**config.mk**
```make
export PLATFORM = sky130hd
export DESIGN_NAME = rf_packet_dedup_watchdog_top
export DESIGN_NICKNAME = d
export VERILOG_FILES = /design/src/rfdw_pkg.sv /design/src/rfdw_front.sv /design/src/rfdw_fifo.sv /design/src/rfdw_back.sv /design/src/rf_packet_dedup_watchdog_top.sv
export SDC_FILE = /design/constraint.sdc
export NUM_CORES = 1
export LEC_CHECK = 0
export BUFFER_PORTS_ARGS = -buffer_cell sky130_fd_sc_hd__buf_2
export CORE_MARGIN = 2
export CORE_UTILIZATION = 40
export DETAILED_ROUTE_END_ITERATION = 8
export HOLD_SLACK_MARGIN = 0.03
export PLACE_DENSITY = 0.65
export SLEW_MARGIN = 30
export SYNTH_ARGS = -nofsm -noshare
export SYNTH_HDL_FRONTEND = slang
export SYNTH_SLANG_ARGS = --single-unit
```
**constraint.sdc**
```tcl
create_clock -name clk -period 8.8 [get_ports clk]
set_input_delay 1.76 -clock clk [delete_from_list [all_inputs] [get_ports clk]]
set_output_delay 1.76 -clock clk [all_outputs]
set_load 0.03 [all_outputs]
```
**src/rfdw_pkg.sv**
```systemverilog
// Shared types and constants of the RF packet duplicate filter and watchdog
`default_nettype none
package rfdw_pkg;

    localparam int SERIAL_W  = 20;
    localparam int STATUS_W  = 8;
    localparam int RSSI_W    = 8;
    localparam int TIME_W    = 48;
    localparam int STATE_W   = 8;
    localparam int WINDOW_W  = 32;
    localparam int WDOG_W    = 40;
    localparam int ACTION_W  = 3;
    localparam int CFG_IDX_W = 3;
    localparam int CFG_DAT_W = 40;

    localparam int Q_DEPTH = 4;
    localparam int Q_PTR_W = 2;
    localparam int Q_CNT_W = 3;

    typedef enum logic [ACTION_W-1:0] {
        ACT_IDLE   = 3'd0,
        ACT_WEAK   = 3'd1,
        ACT_DUP    = 3'd2,
        ACT_FWD    = 3'd3,
        ACT_REINIT = 3'd4,
        ACT_KICK   = 3'd5
    } action_t;

    typedef enum logic [CFG_IDX_W-1:0] {
        REG_RSSI_THR  = 3'd0,
        REG_BURST_WIN = 3'd1,
        REG_LONG_WIN  = 3'd2,
        REG_WDOG      = 3'd3,
        REG_WDOG_EN   = 3'd4,
        REG_RX_STATE  = 3'd5
    } cfg_reg_t;

    localparam logic signed [RSSI_W-1:0] RST_RSSI_THR  = -8'sd100;
    localparam logic [WINDOW_W-1:0]      RST_BURST_WIN = 32'd300000;
    localparam logic [WINDOW_W-1:0]      RST_LONG_WIN  = 32'd2500000;
    localparam logic [WDOG_W-1:0]        RST_WDOG      = 40'd5400000000;
    localparam logic                     RST_WDOG_EN   = 1'b1;
    localparam logic [STATE_W-1:0]       RST_RX_STATE  = 8'd13;

    typedef struct packed {
        logic signed [RSSI_W-1:0] rssi_threshold;
        logic [WINDOW_W-1:0]      burst_window_us;
        logic [WINDOW_W-1:0]      long_window_us;
        logic [WDOG_W-1:0]        watchdog_us;
        logic                     watchdog_enable;
        logic [STATE_W-1:0]       rx_state_code;
    } cfg_t;

    typedef struct packed {
        logic                     scan;
        action_t                  act;
        logic [SERIAL_W-1:0]      serial;
        logic [STATUS_W-1:0]      status;
        logic signed [RSSI_W-1:0] rssi;
        logic [TIME_W-1:0]        now_us;
    } job_t;

    typedef struct packed {
        logic [SERIAL_W-1:0] serial;
        logic [STATUS_W-1:0] status;
        logic [TIME_W-1:0]   stamp;
    } hist_t;

endpackage
`default_nettype wire

```
**src/rfdw_front.sv**
```systemverilog
// Front end: accepts requests, flags weak packets, resolves health ticks, queues jobs
`default_nettype none
module rfdw_front (
    input  wire logic                              clk,
    input  wire logic                              rst_n,
    input  wire logic                              in_valid,
    output logic                                   in_stall,
    input  wire logic                              req_type,
    input  wire logic [rfdw_pkg::SERIAL_W-1:0]     serial,
    input  wire logic [rfdw_pkg::STATUS_W-1:0]     status,
    input  wire logic signed [rfdw_pkg::RSSI_W-1:0] rssi,
    input  wire logic [rfdw_pkg::TIME_W-1:0]       now_us,
    input  wire logic [rfdw_pkg::STATE_W-1:0]      radio_state,
    input  wire rfdw_pkg::cfg_t                    cfg,
    input  wire logic                              q_full,
    output logic                                   q_push,
    output rfdw_pkg::job_t                         q_data
);
    import rfdw_pkg::*;

    logic [TIME_W-1:0] last_reg;
    logic [TIME_W-1:0] last_next;
    logic [TIME_W-1:0] silence;
    logic              faint;
    logic              reinit;
    logic              kick;

    assign in_stall = q_full;
    assign q_push   = in_valid && !q_full;

    assign silence = now_us - last_reg;
    assign faint   = !req_type && (rssi < cfg.rssi_threshold);
    assign reinit  = req_type && cfg.watchdog_enable
                     && (silence > {{(TIME_W-WDOG_W){1'b0}}, cfg.watchdog_us});
    assign kick    = req_type && !reinit && (radio_state != cfg.rx_state_code);

    always_comb
    begin
        q_data.scan   = !req_type && !faint;
        q_data.serial = serial;
        q_data.status = status;
        q_data.rssi   = rssi;
        q_data.now_us = now_us;
        if (req_type)
        begin
            if (reinit)
                q_data.act = ACT_REINIT;
            else if (kick)
                q_data.act = ACT_KICK;
            else
                q_data.act = ACT_IDLE;
        end
        else if (faint)
        begin
            q_data.act = ACT_WEAK;
        end
        else
        begin
            q_data.act = ACT_FWD;
        end
    end

    always_comb
    begin
        last_next = last_reg;
        if (q_push && ((!req_type && !faint) || reinit))
            last_next = now_us;
    end

    always_ff @(posedge clk or negedge rst_n)
    begin
        if (!rst_n)
            last_reg <= '0;
        else
            last_reg <= last_next;
    end

endmodule
`default_nettype wire

```
**src/rfdw_fifo.sv**
```systemverilog
// Short job queue between front end and back end
`default_nettype none
module rfdw_fifo (
    input  wire logic           clk,
    input  wire logic           rst_n,
    input  wire logic           push,
    input  wire rfdw_pkg::job_t push_data,
    output logic                full,
    input  wire logic           pop,
    output rfdw_pkg::job_t      pop_data,
    output logic                empty
);
    import rfdw_pkg::*;

    job_t               store_reg [Q_DEPTH];
    logic [Q_PTR_W-1:0] wptr_reg;
    logic [Q_PTR_W-1:0] rptr_reg;
    logic [Q_CNT_W-1:0] count_reg;
    logic               do_push;
    logic               do_pop;

    assign full     = (count_reg == Q_CNT_W'(Q_DEPTH));
    assign empty    = (count_reg == '0);
    assign do_push  = push && !full;
    assign do_pop   = pop && !empty;
    assign pop_data = store_reg[rptr_reg];

    always_ff @(posedge clk)
    begin
        if (do_push)
            store_reg[wptr_reg] <= push_data;
    end

    always_ff @(posedge clk or negedge rst_n)
    begin
        if (!rst_n)
        begin
            wptr_reg  <= '0;
            rptr_reg  <= '0;
            count_reg <= '0;
        end
        else
        begin
            if (do_push)
                wptr_reg <= wptr_reg + 1'b1;
            if (do_pop)
                rptr_reg <= rptr_reg + 1'b1;
            if (do_push && !do_pop)
                count_reg <= count_reg + 1'b1;
            else if (do_pop && !do_push)
                count_reg <= count_reg - 1'b1;
        end
    end

endmodule
`default_nettype wire

```
**src/rfdw_back.sv**
```systemverilog
// Back end: scans packet history one entry per cycle, records new packets, drives results
`default_nettype none
module rfdw_back #(
    parameter int DEPTH = 8
) (
    input  wire logic                               clk,
    input  wire logic                               rst_n,
    input  wire rfdw_pkg::cfg_t                     cfg,
    input  wire logic                               q_empty,
    input  wire rfdw_pkg::job_t                     q_data,
    output logic                                    q_pop,
    output logic                                    out_valid,
    input  wire logic                               out_stall,
    output logic [rfdw_pkg::ACTION_W-1:0]           action,
    output logic [rfdw_pkg::SERIAL_W-1:0]           out_serial,
    output logic [rfdw_pkg::STATUS_W-1:0]           out_status,
    output logic signed [rfdw_pkg::RSSI_W-1:0]      out_rssi
);
    import rfdw_pkg::*;

    localparam int IDX_W = (DEPTH > 1) ? $clog2(DEPTH) : 1;
    localparam int CNT_W = $clog2(DEPTH + 1);

    typedef enum logic [1:0] {
        ST_IDLE,
        ST_SCAN,
        ST_FINISH
    } state_t;

    hist_t                    mem [DEPTH];
    hist_t                    mem_q_reg;
    state_t                   state_reg;
    job_t                     job_reg;
    logic [CNT_W-1:0]         cnt_reg;
    logic [IDX_W-1:0]         cmp_idx_reg;
    logic                     cmp_valid_reg;
    logic                     dup_reg;
    logic [DEPTH-1:0]         valid_reg;
    logic [IDX_W-1:0]         wptr_reg;
    logic                     out_valid_reg;
    action_t                  action_reg;
    logic [SERIAL_W-1:0]      serial_reg;
    logic [STATUS_W-1:0]      status_reg;
    logic signed [RSSI_W-1:0] rssi_reg;

    logic              out_free;
    logic              out_load;
    logic              issue;
    logic [IDX_W-1:0]  rd_addr;
    logic [TIME_W-1:0] age;
    logic              hit;
    logic              wr_en;
    hist_t             wr_entry;

    assign out_free = !out_valid_reg || !out_stall;
    assign q_pop    = (state_reg == ST_IDLE) && !q_empty && (q_data.scan || out_free);
    assign out_load = ((state_reg == ST_IDLE) && q_pop && !q_data.scan)
                      || ((state_reg == ST_FINISH) && out_free);
    assign issue    = (state_reg == ST_SCAN) && (cnt_reg < CNT_W'(DEPTH));
    assign rd_addr  = cnt_reg[IDX_W-1:0];

    assign age = job_reg.now_us - mem_q_reg.stamp;
    assign hit = cmp_valid_reg && valid_reg[cmp_idx_reg]
                 && (mem_q_reg.serial == job_reg.serial)
                 && ((age < {{(TIME_W-WINDOW_W){1'b0}}, cfg.burst_window_us})
                     || ((mem_q_reg.status == job_reg.status)
                         && (age < {{(TIME_W-WINDOW_W){1'b0}}, cfg.long_window_us})));

    assign wr_en           = (state_reg == ST_FINISH) && out_free && !dup_reg;
    assign wr_entry.serial = job_reg.serial;
    assign wr_entry.status = job_reg.status;
    assign wr_entry.stamp  = job_reg.now_us;

    assign out_valid  = out_valid_reg;
    assign action     = action_reg;
    assign out_serial = serial_reg;
    assign out_status = status_reg;
    assign out_rssi   = rssi_reg;

    always_ff @(posedge clk)
    begin
        if (wr_en)
            mem[wptr_reg] <= wr_entry;
        if (issue)
            mem_q_reg <= mem[rd_addr];
    end

    always_ff @(posedge clk)
    begin
        if (q_pop && q_data.scan)
            job_reg <= q_data;
    end

    always_ff @(posedge clk or negedge rst_n)
    begin
        if (!rst_n)
        begin
            state_reg     <= ST_IDLE;
            cnt_reg       <= '0;
            cmp_idx_reg   <= '0;
            cmp_valid_reg <= 1'b0;
            dup_reg       <= 1'b0;
            valid_reg     <= '0;
            wptr_reg      <= '0;
            out_valid_reg <= 1'b0;
            action_reg    <= ACT_IDLE;
            serial_reg    <= '0;
            status_reg    <= '0;
            rssi_reg      <= '0;
        end
        else
        begin
            if (out_load)
                out_valid_reg <= 1'b1;
            else if (out_valid_reg && !out_stall)
                out_valid_reg <= 1'b0;
            cmp_valid_reg <= issue;
            cmp_idx_reg   <= rd_addr;
            case (state_reg)
                ST_IDLE:
                begin
                    if (q_pop)
                    begin
                        if (q_data.scan)
                        begin
                            cnt_reg   <= '0;
                            dup_reg   <= 1'b0;
                            state_reg <= ST_SCAN;
                        end
                        else
                        begin
                            action_reg    <= q_data.act;
                            serial_reg    <= '0;
                            status_reg    <= '0;
                            rssi_reg      <= '0;
                        end
                    end
                end
                ST_SCAN:
                begin
                    dup_reg <= dup_reg || hit;
                    if (issue)
                        cnt_reg <= cnt_reg + 1'b1;
                    else
                        state_reg <= ST_FINISH;
                end
                ST_FINISH:
                begin
                    if (out_free)
                    begin
                        state_reg     <= ST_IDLE;
                        if (dup_reg)
                        begin
                            action_reg <= ACT_DUP;
                            serial_reg <= '0;
                            status_reg <= '0;
                            rssi_reg   <= '0;
                        end
                        else
                        begin
                            action_reg          <= ACT_FWD;
                            serial_reg          <= job_reg.serial;
                            status_reg          <= job_reg.status;
                            rssi_reg            <= job_reg.rssi;
                            valid_reg[wptr_reg] <= 1'b1;
                            if (wptr_reg == IDX_W'(DEPTH - 1))
                                wptr_reg <= '0;
                            else
                                wptr_reg <= wptr_reg + 1'b1;
                        end
                    end
                end
                default:
                begin
                    state_reg <= ST_IDLE;
                end
            endcase
        end
    end

endmodule
`default_nettype wire

```
**src/rf_packet_dedup_watchdog_top.sv**
```systemverilog
// Top level of the RF packet duplicate filter and link watchdog
// Weak packets and health ticks pass through the job queue to the output register;
// packets that pass the RSSI check also wait in the back end for a scan of the history.
// Throughput: one weak packet or tick per cycle while the output is not stalled; a scanned
// packet holds the back end while its single history read port scans one entry per cycle.
// Reset: registers to defaults, history valid bits, job queue and silence timer cleared.
`default_nettype none
module rf_packet_dedup_watchdog_top #(
    parameter int HISTORY_DEPTH = 8
) (
    input  wire logic                                clk,
    input  wire logic                                rst_n,
    input  wire logic                                cfg_valid,
    output logic                                     cfg_ready,
    input  wire logic [rfdw_pkg::CFG_IDX_W-1:0]      cfg_index,
    input  wire logic [rfdw_pkg::CFG_DAT_W-1:0]      cfg_data,
    input  wire logic                                in_valid,
    output logic                                     in_stall,
    input  wire logic                                req_type,
    input  wire logic [rfdw_pkg::SERIAL_W-1:0]       serial,
    input  wire logic [rfdw_pkg::STATUS_W-1:0]       status,
    input  wire logic signed [rfdw_pkg::RSSI_W-1:0]  rssi,
    input  wire logic [rfdw_pkg::TIME_W-1:0]         now_us,
    input  wire logic [rfdw_pkg::STATE_W-1:0]        radio_state,
    output logic                                     out_valid,
    input  wire logic                                out_stall,
    output logic [rfdw_pkg::ACTION_W-1:0]            action,
    output logic [rfdw_pkg::SERIAL_W-1:0]            out_serial,
    output logic [rfdw_pkg::STATUS_W-1:0]            out_status,
    output logic signed [rfdw_pkg::RSSI_W-1:0]       out_rssi
);
    import rfdw_pkg::*;

    cfg_t cfg_reg;
    job_t push_data;
    job_t pop_data;
    logic q_push;
    logic q_full;
    logic q_pop;
    logic q_empty;

    assign cfg_ready = 1'b1;

    always_ff @(posedge clk or negedge rst_n)
    begin
        if (!rst_n)
        begin
            cfg_reg.rssi_threshold  <= RST_RSSI_THR;
            cfg_reg.burst_window_us <= RST_BURST_WIN;
            cfg_reg.long_window_us  <= RST_LONG_WIN;
            cfg_reg.watchdog_us     <= RST_WDOG;
            cfg_reg.watchdog_enable <= RST_WDOG_EN;
            cfg_reg.rx_state_code   <= RST_RX_STATE;
        end
        else if (cfg_valid && cfg_ready)
        begin
            case (cfg_reg_t'(cfg_index))
                REG_RSSI_THR:  cfg_reg.rssi_threshold  <= cfg_data[RSSI_W-1:0];
                REG_BURST_WIN: cfg_reg.burst_window_us <= cfg_data[WINDOW_W-1:0];
                REG_LONG_WIN:  cfg_reg.long_window_us  <= cfg_data[WINDOW_W-1:0];
                REG_WDOG:      cfg_reg.watchdog_us     <= cfg_data[WDOG_W-1:0];
                REG_WDOG_EN:   cfg_reg.watchdog_enable <= cfg_data[0];
                REG_RX_STATE:  cfg_reg.rx_state_code   <= cfg_data[STATE_W-1:0];
                default:       cfg_reg                 <= cfg_reg;
            endcase
        end
    end

    rfdw_front u_front (
        .clk         (clk),
        .rst_n       (rst_n),
        .in_valid    (in_valid),
        .in_stall    (in_stall),
        .req_type    (req_type),
        .serial      (serial),
        .status      (status),
        .rssi        (rssi),
        .now_us      (now_us),
        .radio_state (radio_state),
        .cfg         (cfg_reg),
        .q_full      (q_full),
        .q_push      (q_push),
        .q_data      (push_data)
    );

    rfdw_fifo u_fifo (
        .clk       (clk),
        .rst_n     (rst_n),
        .push      (q_push),
        .push_data (push_data),
        .full      (q_full),
        .pop       (q_pop),
        .pop_data  (pop_data),
        .empty     (q_empty)
    );

    rfdw_back #(
        .DEPTH (HISTORY_DEPTH)
    ) u_back (
        .clk        (clk),
        .rst_n      (rst_n),
        .cfg        (cfg_reg),
        .q_empty    (q_empty),
        .q_data     (pop_data),
        .q_pop      (q_pop),
        .out_valid  (out_valid),
        .out_stall  (out_stall),
        .action     (action),
        .out_serial (out_serial),
        .out_status (out_status),
        .out_rssi   (out_rssi)
    );

endmodule
`default_nettype wire

```
==> results.sh <==
export IMPL_run_status="completed"
export IMPL_drtIter0Drc=2962
export IMPL_die_h_microns=389.6
export IMPL_portBuffers=181
export IMPL_first_pass_iters=6
export IMPL_synth_top_family_by_area="multiplexers"
export IMPL_area_growth_pct=13.60
export IMPL_netlist_area_leader_share=0.5634
export IMPL_largest_reg_flops=608
export IMPL_gp_congestion=0.9207
export IMPL_dp_final_hpwl_microns=92690
export IMPL_synthesis_nets=4211
export IMPL_synth_mux_area_frac=0.1174
export IMPL_cts_repair_resized=0
export IMPL_synth_xor_area_frac=0.01796
export IMPL_crit_slowest_cell="or4_1"
export IMPL_slew_violations=0
export IMPL_n_fill_cell=12708
export IMPL_cts_max_level=4
export IMPL_hp_class="reg2reg"
export IMPL_arrival_ns=8.18
export IMPL_start_kind="input port"
export IMPL_async_flop_share=0.1758
export IMPL_cts_hold_fix_buffers=0
export IMPL_die_w_microns=389.6
export IMPL_yosysWarnings=0
export IMPL_cp_end_kind="register"
export IMPL_syn_inst=3856
export IMPL_crit_family="compound AO/OA/AOI/OAI gates"
export IMPL_final_nets=4408
export IMPL_cp_required_ns=9.51
export IMPL_cts_buffers=138
export IMPL_viasPerCell=5.612
export IMPL_grt_pass1_vias=34537
export IMPL_synth_simple_area_share=0.06171
export IMPL_power_mw=25.42
export IMPL_pre_cts_slack_ns=0.6000
export IMPL_wl_microns=144800
export IMPL_final_cells=6103
export IMPL_antenna_left=0
export IMPL_clkTransAtPathRegs_ns=0.07
export IMPL_initial_utilization=0.4029
export IMPL_syn_avg_cell_area_sq_um=15.43
export IMPL_core_sq_um=147700
export IMPL_grt_pass1_wl_microns=219600
export IMPL_drc=0
export IMPL_crit_fanout=48
export IMPL_worstMarginPinSlew_ns=1.131
export IMPL_tns_ns=0
export IMPL_layout_setup_ws_ns=1.331
export IMPL_wire_per_inst_microns=23.72
export IMPL_grt_setup_unrepaired="false"
export IMPL_yosysTopAreaCell="edfxtp_1"
export IMPL_max_slew_margin=0.2387
export IMPL_synth_compound_area_frac=0.06625
export IMPL_grt_start_max_net_pins=114
export IMPL_grtUsageTotal=0.1918
export IMPL_antenna_found_initial=23
export IMPL_hold_viol=0
export IMPL_cts_max_path_buffers=3
export IMPL_fmax_ghz=0.1339
export IMPL_post_cts_buffers=0
export IMPL_drive_above_1_share=0.2182
export IMPL_finalCritPeriodShare=0.8488
export IMPL_leakagePower_nw=24.56
export IMPL_timing_critical_path_buf_inv=4
export IMPL_clock_sinks=1354
export IMPL_finalSetupViolations=0
export IMPL_io_pins=183
export IMPL_syn_area_sq_um=59490
export IMPL_ys_seq_area_frac=0.6643
export IMPL_ys_types=85
export IMPL_synth_edff_count=1116
export IMPL_peakVddDrop_mv=0.2296
export IMPL_ys_seq_elements=1354
export IMPL_cts_tree="done"
export IMPL_insertion_delay_ns=0.79
export IMPL_rows=141
export IMPL_finalCriticalPeriod_ns=7.469
export IMPL_fp_dieArea_sq_um=151800
export IMPL_cts_root_buffer="clkbuf_16"
export IMPL_yosys_top_cells_area="edfxtp_1 56%, mux4_2 9.1%, dfrtp_1 8.4%, ha_1 4.4%, mux2_2 2.5%"
export IMPL_place_inst=5840
export IMPL_power_density_nw_per_um2=376.1
export IMPL_synthAdderAreaFrac=0.04539
export IMPL_finClkSkew_ns=0.03725
export IMPL_dr_total_vias=34252
export IMPL_crit_type="in2reg"
export IMPL_ys_flop_type="edfxtp_1"
export IMPL_grt_remaining_overflow=0
export IMPL_cap_viol_max_count=0
export IMPL_crit_path_max_incr_delay_ns=0.59
-- Yosys cell counts (60+ instances only) --
cell      number
edfxtp_1    1116
nand2_1      273
inv_1        242
mux4_2       241
ha_1         211
dfrtp_1      200
a21oi_1      152
o21ai_0      147
mux2_2       132
clkbuf_1     119
nand3_1      110
nor2_1        93
xnor2_1       72
o21ai_1       60
-- layout by cell type, fill, tap and decap left out, types with 25 or more instances in the layout --
cell / synthesis / routed
inv_1: 242 / 241
o21ai_0: 147 / 146
mux2_2: 132 / 132
ha_1: 211 / 211
nor2_1: 93 / 88
and3_1: 53 / 53
clkbuf_16: 0 / 143
nand2_1: 273 / 273
dfrtp_1: 200 / 195
nor3_1: 29 / 25
xor2_1: 50 / 50
nand4_1: 51 / 51
buf_4: 2 / 39
a21o_1: 57 / 56
xnor2_1: 72 / 72
a22oi_1: 42 / 42
dfstp_2: 38 / 38
edfxtp_1: 1116 / 1116
o21ai_1: 60 / 60
nand3_1: 110 / 110
mux4_2: 241 / 241
a21oi_1: 152 / 151
or4_1: 43 / 43
buf_2: 12 / 180
-- final timing paths --
path,startpoint,endpoint,slack (ns),depth (start not counted)
setup reg to reg,u_back.job_reg[3],u_back.dup_reg,2.00,22
min in group asynchronous,rst_n,u_front.last_reg[31],0.93,1
hold / removal,u_back.out_serial[0],u_back.out_serial[0],0.46,2
hold reg to reg,u_back.out_serial[0],u_back.out_serial[0],0.46,2
max in group asynchronous,rst_n,cfg_reg[94],6.60,2
setup / recovery,now_us[0],u_front.last_reg[30],1.33,27
-- kinds of logic after synthesis --
| logic type | Yosys count |
|---|---|
| xor+xnor | 122 |
| mux | 380 |
| compound gates | 628 |
| buf+inv | 416 |
| other cells | 1 |
| fa+ha+maj | 214 |
| flops | 1354 |
| simple gates | 741 |
-- metal layers --
metal / GRT usage / vias up / share of wire
met4: 0.05264 / 8 / 0.021
met3: 0.02988 / 202 / 0.053
met5: 0 / - / 0.00037
li1: - / 15308 / -
met2: 0.3032 / 1007 / 0.47
met1: 0.2764 / 17727 / 0.45
-- power breakdown --
part	leakage (nW)	internal, mW	switching, mW	total (mW)
clock	2.32	3.48	2.55	6.03
sequential	13.1	8.72	0.968	9.68
combinational	9.17	3.91	5.79	9.70
total	24.6	16.1	9.31	25.4
-- metrics by stage --
step / hold slack (ns) / utilization / cell area (sq um)
after floorplan: 0.3519 / - / 59490
after global placement: 0.4452 / 0.4247 / 62720
after detailed placement: 0.4517 / 0.4248 / 62730
after CTS: 0.4655 / 0.4570 / 67480
after global routing: 0.4760 / 0.4576 / 67570
final: 0.4606 / 0.4576 / 67580
-- area by class of cell --
class | count | area [sq um] | area share
antenna | 8 | 20.02 | 0.0002962
multi-input combinational | 2086 | 18550 | 0.2745
clock buffer | 175 | 3779 | 0.05592
sequential | 1354 | 39530 | 0.5850
timing repair buffer | 231 | 1400 | 0.02072
tap | 1930 | 2415 | 0.03573
inverter | 242 | 910.9 | 0.01348
clock inverter | 77 | 968.4 | 0.01433
-- worst reg2reg max path: stages (launching register included) --
cell and delay, ns:
edfxtp_1 0.59, ha_1 0.45, o211ai_1 0.10, a21oi_1 0.29, o211ai_1 0.19, a31o_2 0.34, nand2b_1 0.18, and2_1 0.20
o21ai_0 0.32, a21oi_1 0.13, xnor2_1 0.38, ha_1 0.34, and3_1 0.25, nor4_1 0.35, nand4_1 0.39, a2111oi_0 0.70
nand3_1 0.14, o31ai_1 0.27, nor3_1 0.18, a2111oi_0 0.40, nand4_1 0.17, nor4_1 0.20, a32o_1 0.19
Note: power is estimated with default switching activity, not from simulation.
